===== config.mk =====
export PLATFORM = sky130hd
export DESIGN_NAME = circular_fifo_queue_flat
export DESIGN_NICKNAME = d
export VERILOG_FILES = /design/src/cfq_pkg.sv /design/src/cfq_if.sv /design/src/cfq_cell.sv /design/src/circular_fifo_queue.sv /design/src/flat_wrapper.sv
export SDC_FILE = /design/constraint.sdc
export NUM_CORES = 1
export LEC_CHECK = 0
export BUFFER_PORTS_ARGS = -buffer_cell sky130_fd_sc_hd__buf_4
export CAP_MARGIN = 25
export CORE_ASPECT_RATIO = 1.2
export CORE_MARGIN = 2
export CORE_UTILIZATION = 59
export CTS_CLUSTER_DIAMETER = 50
export DETAILED_ROUTE_END_ITERATION = 7
export HOLD_SLACK_MARGIN = 0.15
export PLACE_DENSITY = 0.85
export SLEW_MARGIN = 20
export SYNTH_ARGS = -nofsm -noshare
export SYNTH_HDL_FRONTEND = slang
export SYNTH_SLANG_ARGS = --single-unit

===== constraint.sdc =====
create_clock -name clk_i -period 6.1 [get_ports clk_i]
set_clock_uncertainty 0.2 [all_clocks]
set_input_delay 0.61 -clock clk_i [delete_from_list [all_inputs] [get_ports clk_i]]
set_output_delay 0.61 -clock clk_i [all_outputs]
set_load 0.02 [all_outputs]

===== src/cfq_pkg.sv =====
// ----------------------------------------------------------------------------
// cfq_pkg
// Shared types and constants for the circular FIFO queue and its cell chain.
// ----------------------------------------------------------------------------
`default_nettype none

package cfq_pkg;

  localparam int unsigned DATA_W = 32;
  localparam int unsigned OP_W   = 2;
  localparam int unsigned STAT_W = 2;

  typedef enum logic [OP_W-1:0] {
    OP_INSERT = 2'd0,
    OP_REMOVE = 2'd1,
    OP_CLEAR  = 2'd2
  } op_e;

  typedef enum logic [STAT_W-1:0] {
    ST_DONE  = 2'd0,
    ST_FULL  = 2'd1,
    ST_EMPTY = 2'd2
  } status_e;

  // Control broadcast to every cell of the chain.
  typedef struct packed {
    logic fill;   // accepted insert on a queue that is not full
    logic shift;  // accepted remove on a queue that is not empty
    logic clear;  // accepted clear
  } cell_ctrl_t;

endpackage : cfq_pkg

`default_nettype wire


===== src/cfq_if.sv =====
// ----------------------------------------------------------------------------
// cfq_if
// Valid/ready channels for queue operations and their results.
// ----------------------------------------------------------------------------
`default_nettype none

interface cfq_in_if;
  import cfq_pkg::*;

  logic              valid;
  logic              ready;
  logic [OP_W-1:0]   operation;
  logic [DATA_W-1:0] data_in;

  modport source (output valid, output operation, output data_in, input ready);
  modport sink   (input valid, input operation, input data_in, output ready);
endinterface : cfq_in_if

interface cfq_out_if #(
  parameter int unsigned DEPTH = 8
);
  import cfq_pkg::*;

  // The occupancy field is wide enough to count a completely full queue.
  localparam int unsigned CNT_W = $clog2(DEPTH + 1);

  logic              valid;
  logic              ready;
  logic [DATA_W-1:0] removed_value;
  logic [STAT_W-1:0] status;
  logic [DATA_W-1:0] front_value;
  logic [DATA_W-1:0] rear_value;
  logic [CNT_W-1:0]  occupancy;
  logic              is_empty;
  logic              is_full;

  modport source (
    output valid, output removed_value, output status, output front_value,
    output rear_value, output occupancy, output is_empty, output is_full,
    input ready
  );
  modport sink (
    input valid, input removed_value, input status, input front_value,
    input rear_value, input occupancy, input is_empty, input is_full,
    output ready
  );
endinterface : cfq_out_if

`default_nettype wire


===== src/cfq_cell.sv =====
// ----------------------------------------------------------------------------
// cfq_cell
// One slot of the queue chain: a data word and its occupied flag.
// ----------------------------------------------------------------------------
`default_nettype none

module cfq_cell (
  input  wire logic                       clk_i,
  input  wire logic                       rst_ni,
  input  wire cfq_pkg::cell_ctrl_t        ctrl_i,
  input  wire logic [cfq_pkg::DATA_W-1:0] data_i,
  input  wire logic                       prev_valid_i,
  input  wire logic                       next_valid_i,
  input  wire logic [cfq_pkg::DATA_W-1:0] next_data_i,
  output logic                            valid_o,
  output logic [cfq_pkg::DATA_W-1:0]      data_o
);
  import cfq_pkg::*;

  logic              valid_d, valid_q;
  logic [DATA_W-1:0] data_d, data_q;

  // The occupied flags form a thermometer code: the first empty cell
  // after an occupied one is where a new item lands.
  always_comb begin
    valid_d = valid_q;
    data_d  = data_q;
    if (ctrl_i.clear) begin
      valid_d = 1'b0;
    end else if (ctrl_i.fill) begin
      valid_d = valid_q | prev_valid_i;
      if (!valid_q && prev_valid_i) begin
        data_d = data_i;
      end
    end else if (ctrl_i.shift) begin
      valid_d = next_valid_i;
      data_d  = next_data_i;
    end
  end

  always_ff @(posedge clk_i or negedge rst_ni) begin
    if (!rst_ni) begin
      valid_q <= 1'b0;
    end else begin
      valid_q <= valid_d;
    end
  end

  always_ff @(posedge clk_i) begin
    data_q <= data_d;
  end

  assign valid_o = valid_q;
  assign data_o  = data_q;

endmodule : cfq_cell

`default_nettype wire


===== src/circular_fifo_queue.sv =====
// ----------------------------------------------------------------------------
// circular_fifo_queue
// Fixed-depth FIFO of data words with insert, remove and clear operations.
// ----------------------------------------------------------------------------
// The queue takes one operation per clock cycle while no result is held up
// at its output, and returns one result item for each, in the cycle after
// acceptance, from an output register; a new operation is taken while that
// result waits as long as the output side is ready. Words sit in a chain of
// DEPTH cells with the oldest in the first cell: a remove shifts the whole
// chain toward the front at once and an insert lands in the first free cell.
// Insert on a full queue and remove on an empty queue are refused with a
// status code; front, rear and removed value read 0 when there is nothing.
// ----------------------------------------------------------------------------
`default_nettype none

module circular_fifo_queue #(
  parameter int unsigned DEPTH = 8
) (
  input  wire logic  clk_i,
  input  wire logic  rst_ni,
  cfq_in_if.sink     in_i,
  cfq_out_if.source  out_o
);
  import cfq_pkg::*;

  localparam int unsigned CNT_W = $clog2(DEPTH + 1);

  logic [DEPTH-1:0]  cell_valid;
  logic [DATA_W-1:0] cell_data [DEPTH];
  logic [DEPTH-1:0]  prev_valid;
  logic [DEPTH-1:0]  next_valid;
  logic [DATA_W-1:0] next_data [DEPTH];
  cell_ctrl_t        ctrl;

  logic [CNT_W-1:0]  count_d, count_q;
  logic [DATA_W-1:0] rear_d, rear_q;

  logic              out_valid_d, out_valid_q;
  logic [DATA_W-1:0] removed_d, removed_q;
  status_e           status_d, status_q;
  logic [DATA_W-1:0] front_d, front_q;
  logic [DATA_W-1:0] rear_out_d, rear_out_q;

  logic in_fire, out_fire, is_ins, is_rem, full, empty;

  assign in_i.ready = !out_valid_q || out_o.ready;
  assign in_fire    = in_i.valid && in_i.ready;
  assign out_fire   = out_valid_q && out_o.ready;

  assign full  = cell_valid[DEPTH-1];
  assign empty = !cell_valid[0];

  assign is_ins     = in_fire && (in_i.operation == OP_INSERT);
  assign is_rem     = in_fire && (in_i.operation == OP_REMOVE);
  assign ctrl.fill  = is_ins && !full;
  assign ctrl.shift = is_rem && !empty;
  assign ctrl.clear = in_fire && (in_i.operation == OP_CLEAR);

  // Chain wiring: the front cell always sees an occupied neighbor behind
  // it, and the last cell shifts in an empty slot.
  for (genvar i = 0; i < DEPTH; i++) begin : g_chain
    if (i == 0) begin : g_first
      assign prev_valid[i] = 1'b1;
    end else begin : g_mid
      assign prev_valid[i] = cell_valid[i-1];
    end
    if (i == DEPTH - 1) begin : g_last
      assign next_valid[i] = 1'b0;
      assign next_data[i]  = '0;
    end else begin : g_inner
      assign next_valid[i] = cell_valid[i+1];
      assign next_data[i]  = cell_data[i+1];
    end

    cfq_cell u_cell (
      .clk_i        (clk_i),
      .rst_ni       (rst_ni),
      .ctrl_i       (ctrl),
      .data_i       (in_i.data_in),
      .prev_valid_i (prev_valid[i]),
      .next_valid_i (next_valid[i]),
      .next_data_i  (next_data[i]),
      .valid_o      (cell_valid[i]),
      .data_o       (cell_data[i])
    );
  end

  always_comb begin
    count_d = count_q;
    if (ctrl.clear) begin
      count_d = '0;
    end else if (ctrl.fill) begin
      count_d = count_q + CNT_W'(1);
    end else if (ctrl.shift) begin
      count_d = count_q - CNT_W'(1);
    end

    rear_d = ctrl.fill ? in_i.data_in : rear_q;

    status_d = ST_DONE;
    if (is_ins && full) begin
      status_d = ST_FULL;
    end else if (is_rem && empty) begin
      status_d = ST_EMPTY;
    end

    removed_d = ctrl.shift ? cell_data[0] : '0;

    if (count_d == '0) begin
      front_d    = '0;
      rear_out_d = '0;
    end else begin
      rear_out_d = rear_d;
      if (ctrl.shift) begin
        front_d = cell_data[1];
      end else if (ctrl.fill && empty) begin
        front_d = in_i.data_in;
      end else begin
        front_d = cell_data[0];
      end
    end

    out_valid_d = out_valid_q;
    if (in_fire) begin
      out_valid_d = 1'b1;
    end else if (out_fire) begin
      out_valid_d = 1'b0;
    end
  end

  always_ff @(posedge clk_i or negedge rst_ni) begin
    if (!rst_ni) begin
      count_q     <= '0;
      out_valid_q <= 1'b0;
    end else begin
      count_q     <= count_d;
      out_valid_q <= out_valid_d;
    end
  end

  always_ff @(posedge clk_i) begin
    rear_q <= rear_d;
    if (in_fire) begin
      removed_q  <= removed_d;
      status_q   <= status_d;
      front_q    <= front_d;
      rear_out_q <= rear_out_d;
    end
  end

  // Occupancy and flags come straight from the count, which is updated
  // together with the result registers.
  assign out_o.valid         = out_valid_q;
  assign out_o.removed_value = removed_q;
  assign out_o.status        = status_q;
  assign out_o.front_value   = front_q;
  assign out_o.rear_value    = rear_out_q;
  assign out_o.occupancy     = count_q;
  assign out_o.is_empty      = (count_q == '0);
  assign out_o.is_full       = (count_q == CNT_W'(DEPTH));

endmodule : circular_fifo_queue

`default_nettype wire


===== src/flat_wrapper.sv =====
// flat-port wrapper written by rule: the top's interface ports become plain ports
module circular_fifo_queue_flat import cfq_pkg::*;
#(
  parameter int unsigned DEPTH = 8
)
  (clk_i, rst_ni, in_i_valid, in_i_operation, in_i_data_in, in_i_ready, out_o_valid, out_o_removed_value, out_o_status, out_o_front_value, out_o_rear_value, out_o_occupancy, out_o_is_empty, out_o_is_full, out_o_ready);
  cfq_in_if in_i_i ();
  cfq_out_if #(.DEPTH(DEPTH)) out_o_i ();
  input  wire logic clk_i;
  input  wire logic rst_ni;
  input wire logic [$bits(in_i_i.valid)-1:0] in_i_valid;
  input wire logic [$bits(in_i_i.operation)-1:0] in_i_operation;
  input wire logic [$bits(in_i_i.data_in)-1:0] in_i_data_in;
  output wire logic [$bits(in_i_i.ready)-1:0] in_i_ready;
  output wire logic [$bits(out_o_i.valid)-1:0] out_o_valid;
  output wire logic [$bits(out_o_i.removed_value)-1:0] out_o_removed_value;
  output wire logic [$bits(out_o_i.status)-1:0] out_o_status;
  output wire logic [$bits(out_o_i.front_value)-1:0] out_o_front_value;
  output wire logic [$bits(out_o_i.rear_value)-1:0] out_o_rear_value;
  output wire logic [$bits(out_o_i.occupancy)-1:0] out_o_occupancy;
  output wire logic [$bits(out_o_i.is_empty)-1:0] out_o_is_empty;
  output wire logic [$bits(out_o_i.is_full)-1:0] out_o_is_full;
  input wire logic [$bits(out_o_i.ready)-1:0] out_o_ready;
  assign in_i_i.valid = in_i_valid;
  assign in_i_i.operation = in_i_operation;
  assign in_i_i.data_in = in_i_data_in;
  assign in_i_ready = in_i_i.ready;
  assign out_o_valid = out_o_i.valid;
  assign out_o_removed_value = out_o_i.removed_value;
  assign out_o_status = out_o_i.status;
  assign out_o_front_value = out_o_i.front_value;
  assign out_o_rear_value = out_o_i.rear_value;
  assign out_o_occupancy = out_o_i.occupancy;
  assign out_o_is_empty = out_o_i.is_empty;
  assign out_o_is_full = out_o_i.is_full;
  assign out_o_i.ready = out_o_ready;
  circular_fifo_queue #(.DEPTH(DEPTH)) u_core (.clk_i(clk_i), .rst_ni(rst_ni), .in_i(in_i_i), .out_o(out_o_i));
endmodule

-- Word level (Yosys, flattened, before mapping)
Index checks and enable logic that the tools add are counted.
- flip-flop bits (word level): 399
- output and inout port bits: 106
- logic and storage cells: 142
- $add $sub $neg: 2
- eq/ne operators: 11
- multiplexer cells: 57
- bitwise gates (word level): 8
- reductions and logical operators: 41
- operator list (kind ; number):
    32-bit 2-to-1 mux ; 27
    1-bit 2-to-1 mux ; 26
    3-bit AND reduction ; 8
    1-bit logical AND ; 17
    2-bit inequality test, second input constant ; 8
    4-bit 2-to-1 mux ; 3
    1-bit logical NOT ; 9
    4-bit logical NOT ; 2
    1-bit OR ; 7
    4-bit by 1-bit adder with 4-bit output, second input constant ; 1
    4-bit equality test, second input constant ; 1
    2-bit nonzero test ; 2
    4-bit by 1-bit subtractor with 4-bit output, second input constant ; 1
    3-bit nonzero test ; 1
    2-bit by 1-bit equality test with 1-bit output, second input constant ; 1
    2-bit equality test, second input constant ; 1
    2-bit logical NOT ; 1
    2-bit 2-to-1 mux ; 1
    1-bit logical OR ; 1
    1-bit inverter ; 1

-- Logic depth before layout (Yosys ltp)
- depth after elaboration: 9
- gate-level depth with buffers: 9
- mapped depth without buffers: 7

-- By module
Synthesis repeated with hierarchy kept, for this count alone.
- cell total of the unflattened synthesis: 1050
- area, all modules: 18297.5 um2
- modules (own cells, without submodules) (module ; instances ; cells an instance ; area each (um2)):
    cfq_cell ; 8 ; 76 ; 1572.8
    circular_fifo_queue ; 1 ; 442 ; 5715.5

-- Worst setup path before layout
No wires, ideal clock.
- path type: in2reg
- start point: input in_i_operation[1]
- end point: register u_core.g_chain[1].u_cell.data_q[0], enable pin
- setup time: 0.466 ns
- arrival time: 3.937 ns
- data required time: 5.434 ns
- path slack: 1.497 ns
- stages on the path: 7
- cells stage by stage: buf_4 nor3_1 and3_1 clkbuf_1 buf_2 nand2_1 o21ai_0
- longest elaborated chain between the ends: 5
- elaborated cells between the ends (all ways): 12
- classes of those cells: eq/ne: 3; bitwise: 1; reduce/logical: 8
- RTL lines (element ; RTL line ; RTL):
    from (decl) ; flat_wrapper.sv:12 ; input wire logic [$bits(in_i_i.operation)-1:0] in_i_operation;
    2-bit logical NOT / 2-bit by 1-bit equality test with 1-bit output (equally long branches) ; circular_fifo_queue.sv:53, circular_fifo_queue.sv:54 ;
    1-bit logical AND, on equally long branches ; circular_fifo_queue.sv:53, circular_fifo_queue.sv:54 ;
    1-bit logical AND, on equally long branches ; circular_fifo_queue.sv:55, circular_fifo_queue.sv:56 ;
    2-bit inequality test (no source line) / 2-bit nonzero test (equally long branches) ; n/a ;
    3-bit AND reduction (no source line) (*) ; n/a ;
    to (signal assigned) ; cfq_cell.sv:50 ; data_q <= data_d;
    to (decl) ; cfq_cell.sv:21 ; logic [DATA_W-1:0] data_d, data_q;
Every way passes the cells marked *; elsewhere a longest branch is shown, timed or not.
A chain may end at the register's enable or synchronous reset.

-- Worst setup path in the final report
- start point: input in_i_operation[0]
- end point: register u_core.g_chain[2].u_cell.data_q[15], enable pin
- longest elaborated chain between the ends: 5
- elaborated cells between the ends (all ways): 12
- classes of those cells: eq/ne: 3; bitwise: 1; reduce/logical: 8
- RTL lines (element ; RTL line):
    2-bit logical NOT / 2-bit by 1-bit equality test with 1-bit output (equally long branches) ; circular_fifo_queue.sv:53, circular_fifo_queue.sv:54
    1-bit logical AND, on equally long branches ; circular_fifo_queue.sv:53, circular_fifo_queue.sv:54
    1-bit logical AND, on equally long branches ; circular_fifo_queue.sv:55, circular_fifo_queue.sv:56
    2-bit inequality test (no source line) / 2-bit nonzero test (equally long branches) ; n/a
    3-bit AND reduction (no source line) (*) ; n/a
    to (signal assigned) ; cfq_cell.sv:50
    to (decl) ; cfq_cell.sv:21
Marks and branches as above.

==> results.py <==
metrics = {
    "route": {
        "vias_per_cell": 5.989,
        "drt_first_pass_iters": 5,
        "vias": 8947,
        "wl_per_cell_um": 20.68,
        "routed_wirelength_um": 30890,
        "ant_nets": 0,
        "drc": 0,
        "drt-initial-drc-count": 743,
    },
    "floorplanning": {
        "num_rows": 65,
        "num_io_pins": 144,
        "die_area_um2": 28020,
        "core_um2": 26270,
        "start_util_pct": 59.95,
        "die_h_um": 183.0,
        "fp.dieW_um": 153.1,
    },
    "sta": {
        "fmax_mhz": 272.8,
        "fin_crit_ns": 3.666,
        "tightestPinTransition_ns": 0.8748,
        "finalHoldViolCount": 0,
        "setup_viol": 0,
        "finalMaxSlewViolations": 0,
        "max_slew_margin_pct": 41.47,
        "fin_crit_sh_pct": 60.09,
        "rsz0062_at_grt": "false",
        "hold_ws_ns": 0.2257,
        "tns_ns": 0,
    },
    "setup_path": {
        "cp-start-kind": "input pin",
        "cp_max_fo": 43,
        "crit_type": "input pin to register",
        "cp-end-kind": "register",
        "reg2reg_from": "u_core.g_chain[7].u_cell.valid_o",
        "worstPathRequired_ns": 6.13,
        "critPathLaunch": "in_i_operation[0]",
        "worstPathArrival_ns": 3.70,
    },
    "global_route": {
        "gr-total-overflow": 0,
        "grt_antenna_before_repair": 0,
        "grt_pass1_wl_um": 47020,
        "grt_use_total_pct": 21.15,
        "grt_pass1_vias": 9038,
        "grt_max_degree": 92,
    },
    "hold_path": {
        "hold_class": "input pin to register",
        "min-delay-start": "in_i_valid",
    },
    "synth": {
        "post-synth-top-area-cell": "edfxtp_1",
        "synth_seq_cells": 399,
        "seq_area_frac_synth_pct": 73.63,
        "synth_enable_flop_cells": 354,
        "synth_top_area_share_pct": 67.50,
        "synth.area.top_cells": "edfxtp_1, a21o_1, dfxtp_1",
        "synth_commonest_cells": "edfxtp_1, a21o_1, and2_1, clkbuf_1",
        "synthesis.nets": 1064,
        "yosysWarnings": 0,
        "syn_avg_cell_area_um2": 15.38,
        "synth-main-ff-cell": "edfxtp_1",
        "syn_area_um2": 15750,
        "synth_cell_types": 40,
        "synthCells": 1024,
        "synth.most_common_cell": "edfxtp_1",
        "synthArstFlopShare_pct": 3.258,
    },
    "pwr": {
        "power.leakage_uw": 0.008046,
        "vdd_drop_max_mv": 0.2702,
        "power_density_nw_per_um2": 348.5,
    },
    "place": {
        "place_congestion": 0.8110,
        "port_buffers": 143,
        "dpl.hpwl_um": 17660,
        "dpl.cell_count": 1417,
    },
    "layout": {
        "drive_gt1_share_pct": 20.02,
        "layout.cells.non_filler": 1494,
        "diodes": 0,
        "layout.nets": 1170,
        "area_growth_pct": 16.73,
    },
    "clock_tree": {
        "h-tree-depth": 2,
        "cts_tree": "built",
        "cts-root-buf": "clkbuf_16",
        "numClockSinks": 399,
        "clock_path_buffers": 3,
        "cts.clk_slew.worst_paths_ns": 0.06,
        "clkLatencyLatePin_ns": 0.54,
        "cts_inserted_buffers": 37,
    },
    "job": {
        "cap_violations": 0,
    },
    "status": {
        "run_status": "finished, final reports clean",
    },
}
registers in the layout, summed over array words and instances, names as in the netlist:
name                           cells
u_core.g_chain.u_cell.data_o     256
u_core.out_o.front_value          32
u_core.out_o.rear_value           32
u_core.out_o.removed_value        32
u_core.rear_q                     32
u_core.g_chain.u_cell.valid_o      8
u_core.out_o.occupancy             4
u_core.out_o.status                2
u_core.out_o.valid                 1
cells by family (layout without fill, tap and decap cells):
logic type                 Yosys count  count (layout)  synth area share [%]
adders and majority gates            2               2                0.1589
buffers and inverters               98             233                 2.932
AOI/OAI and AO/OA                  317             317                 15.01
muxes                               32              32                 2.034
and+or+nand+nor                    176             176                 6.237
DFF                                399             399                 73.63
where the power goes:
part | leakage (uW) | total (uW) | internal (uW) | switching (uW)
clock network | 0.000583 | 2290 | 1280 | 1010
registers | 0.00373 | 3350 | 3230 | 111
logic | 0.00374 | 769 | 317 | 452
total | 0.00805 | 6410 | 4840 | 1570
placed cells by master, fill, tap and decap left out, types with 4 or more instances in the layout:
cell,synthesis,routed
o21ai_4,0,6
mux2i_1,32,32
nand2_1,19,16
nor2_1,35,35
and3_1,6,4
dfrtp_1,13,13
clkbuf_1,47,4
buf_16,0,6
clkbuf_16,0,37
nor2b_1,33,33
inv_1,7,6
clkinvlp_4,0,5
dfxtp_1,32,32
edfxtp_1,354,354
a22oi_1,7,7
a211oi_1,36,36
and2_1,64,64
clkinv_2,0,8
clkinv_1,0,4
buf_4,1,148
a21o_1,256,256
path summary, 6_finish.rpt:
check                                                           end  slack (ns)  cells after the start
worst min-delay path                             u_core.out_o.valid        0.23                      2
worst max-delay path            u_core.g_chain[2].u_cell.data_o[15]        2.43                      7
max in group asynchronous                 u_core.out_o.occupancy[2]        5.26                      2
worst max register to register  u_core.g_chain[2].u_cell.data_o[15]        2.75                      5
worst min register to register                    u_core.rear_q[10]        0.24                      1
min in group asynchronous          u_core.g_chain[6].u_cell.valid_o        0.26                      2
worst max-delay path, stage by stage:
cell and delay, ns:
dlygate4sd3_1 0.53, buf_4 0.17, nor3_1 0.43, and3_2 0.81, nand2_1 0.26, o21ai_4 0.63, buf_16 0.23
routing by layer:
| layer | wire [um] | part of all wire (%) | global-route usage, % |
|---|---|---|---|
| met5 | 0 | 0 | 0 |
| met4 | 955 | 3.1 | 8.556 |
| met3 | 1890 | 6.1 | 3.592 |
| met2 | 15910 | 52 | 35.73 |
| met1 | 12130 | 39 | 27.60 |
cell type report:
cell class	instances	area (um2)
multi-input cells	527	3794
repair buffers	158	1336
clock inverters	25	241.5
clock buffers	43	968.4
flip-flops and latches	399	11600
fillers	1644	7885
inverters	7	28.78
well taps	335	419.2
what timing repair did:
action	4_1_cts	5_1_grt
resized for setup	0	0
setup endpoints to repair	0	0
hold endpoints to repair	14	0
hold buffers	2	0
buffers inserted	0	0
through the flow:
stage / total power [uW] / utilization [%] / setup WS (ns) / cell area (um2)
detailed placement: 4148 / 64.60 / 2.291 / 16970
global route: 6615 / 69.98 / 2.287 / 18380
finish: 6408 / 69.98 / 2.434 / 18380
global placement: 4100 / 64.60 / 2.451 / 16970
floorplan: 3883 / - / 1.497 / 15750
CTS: 6402 / 69.28 / 2.271 / 18200
(Power assumes the default switching activity.)
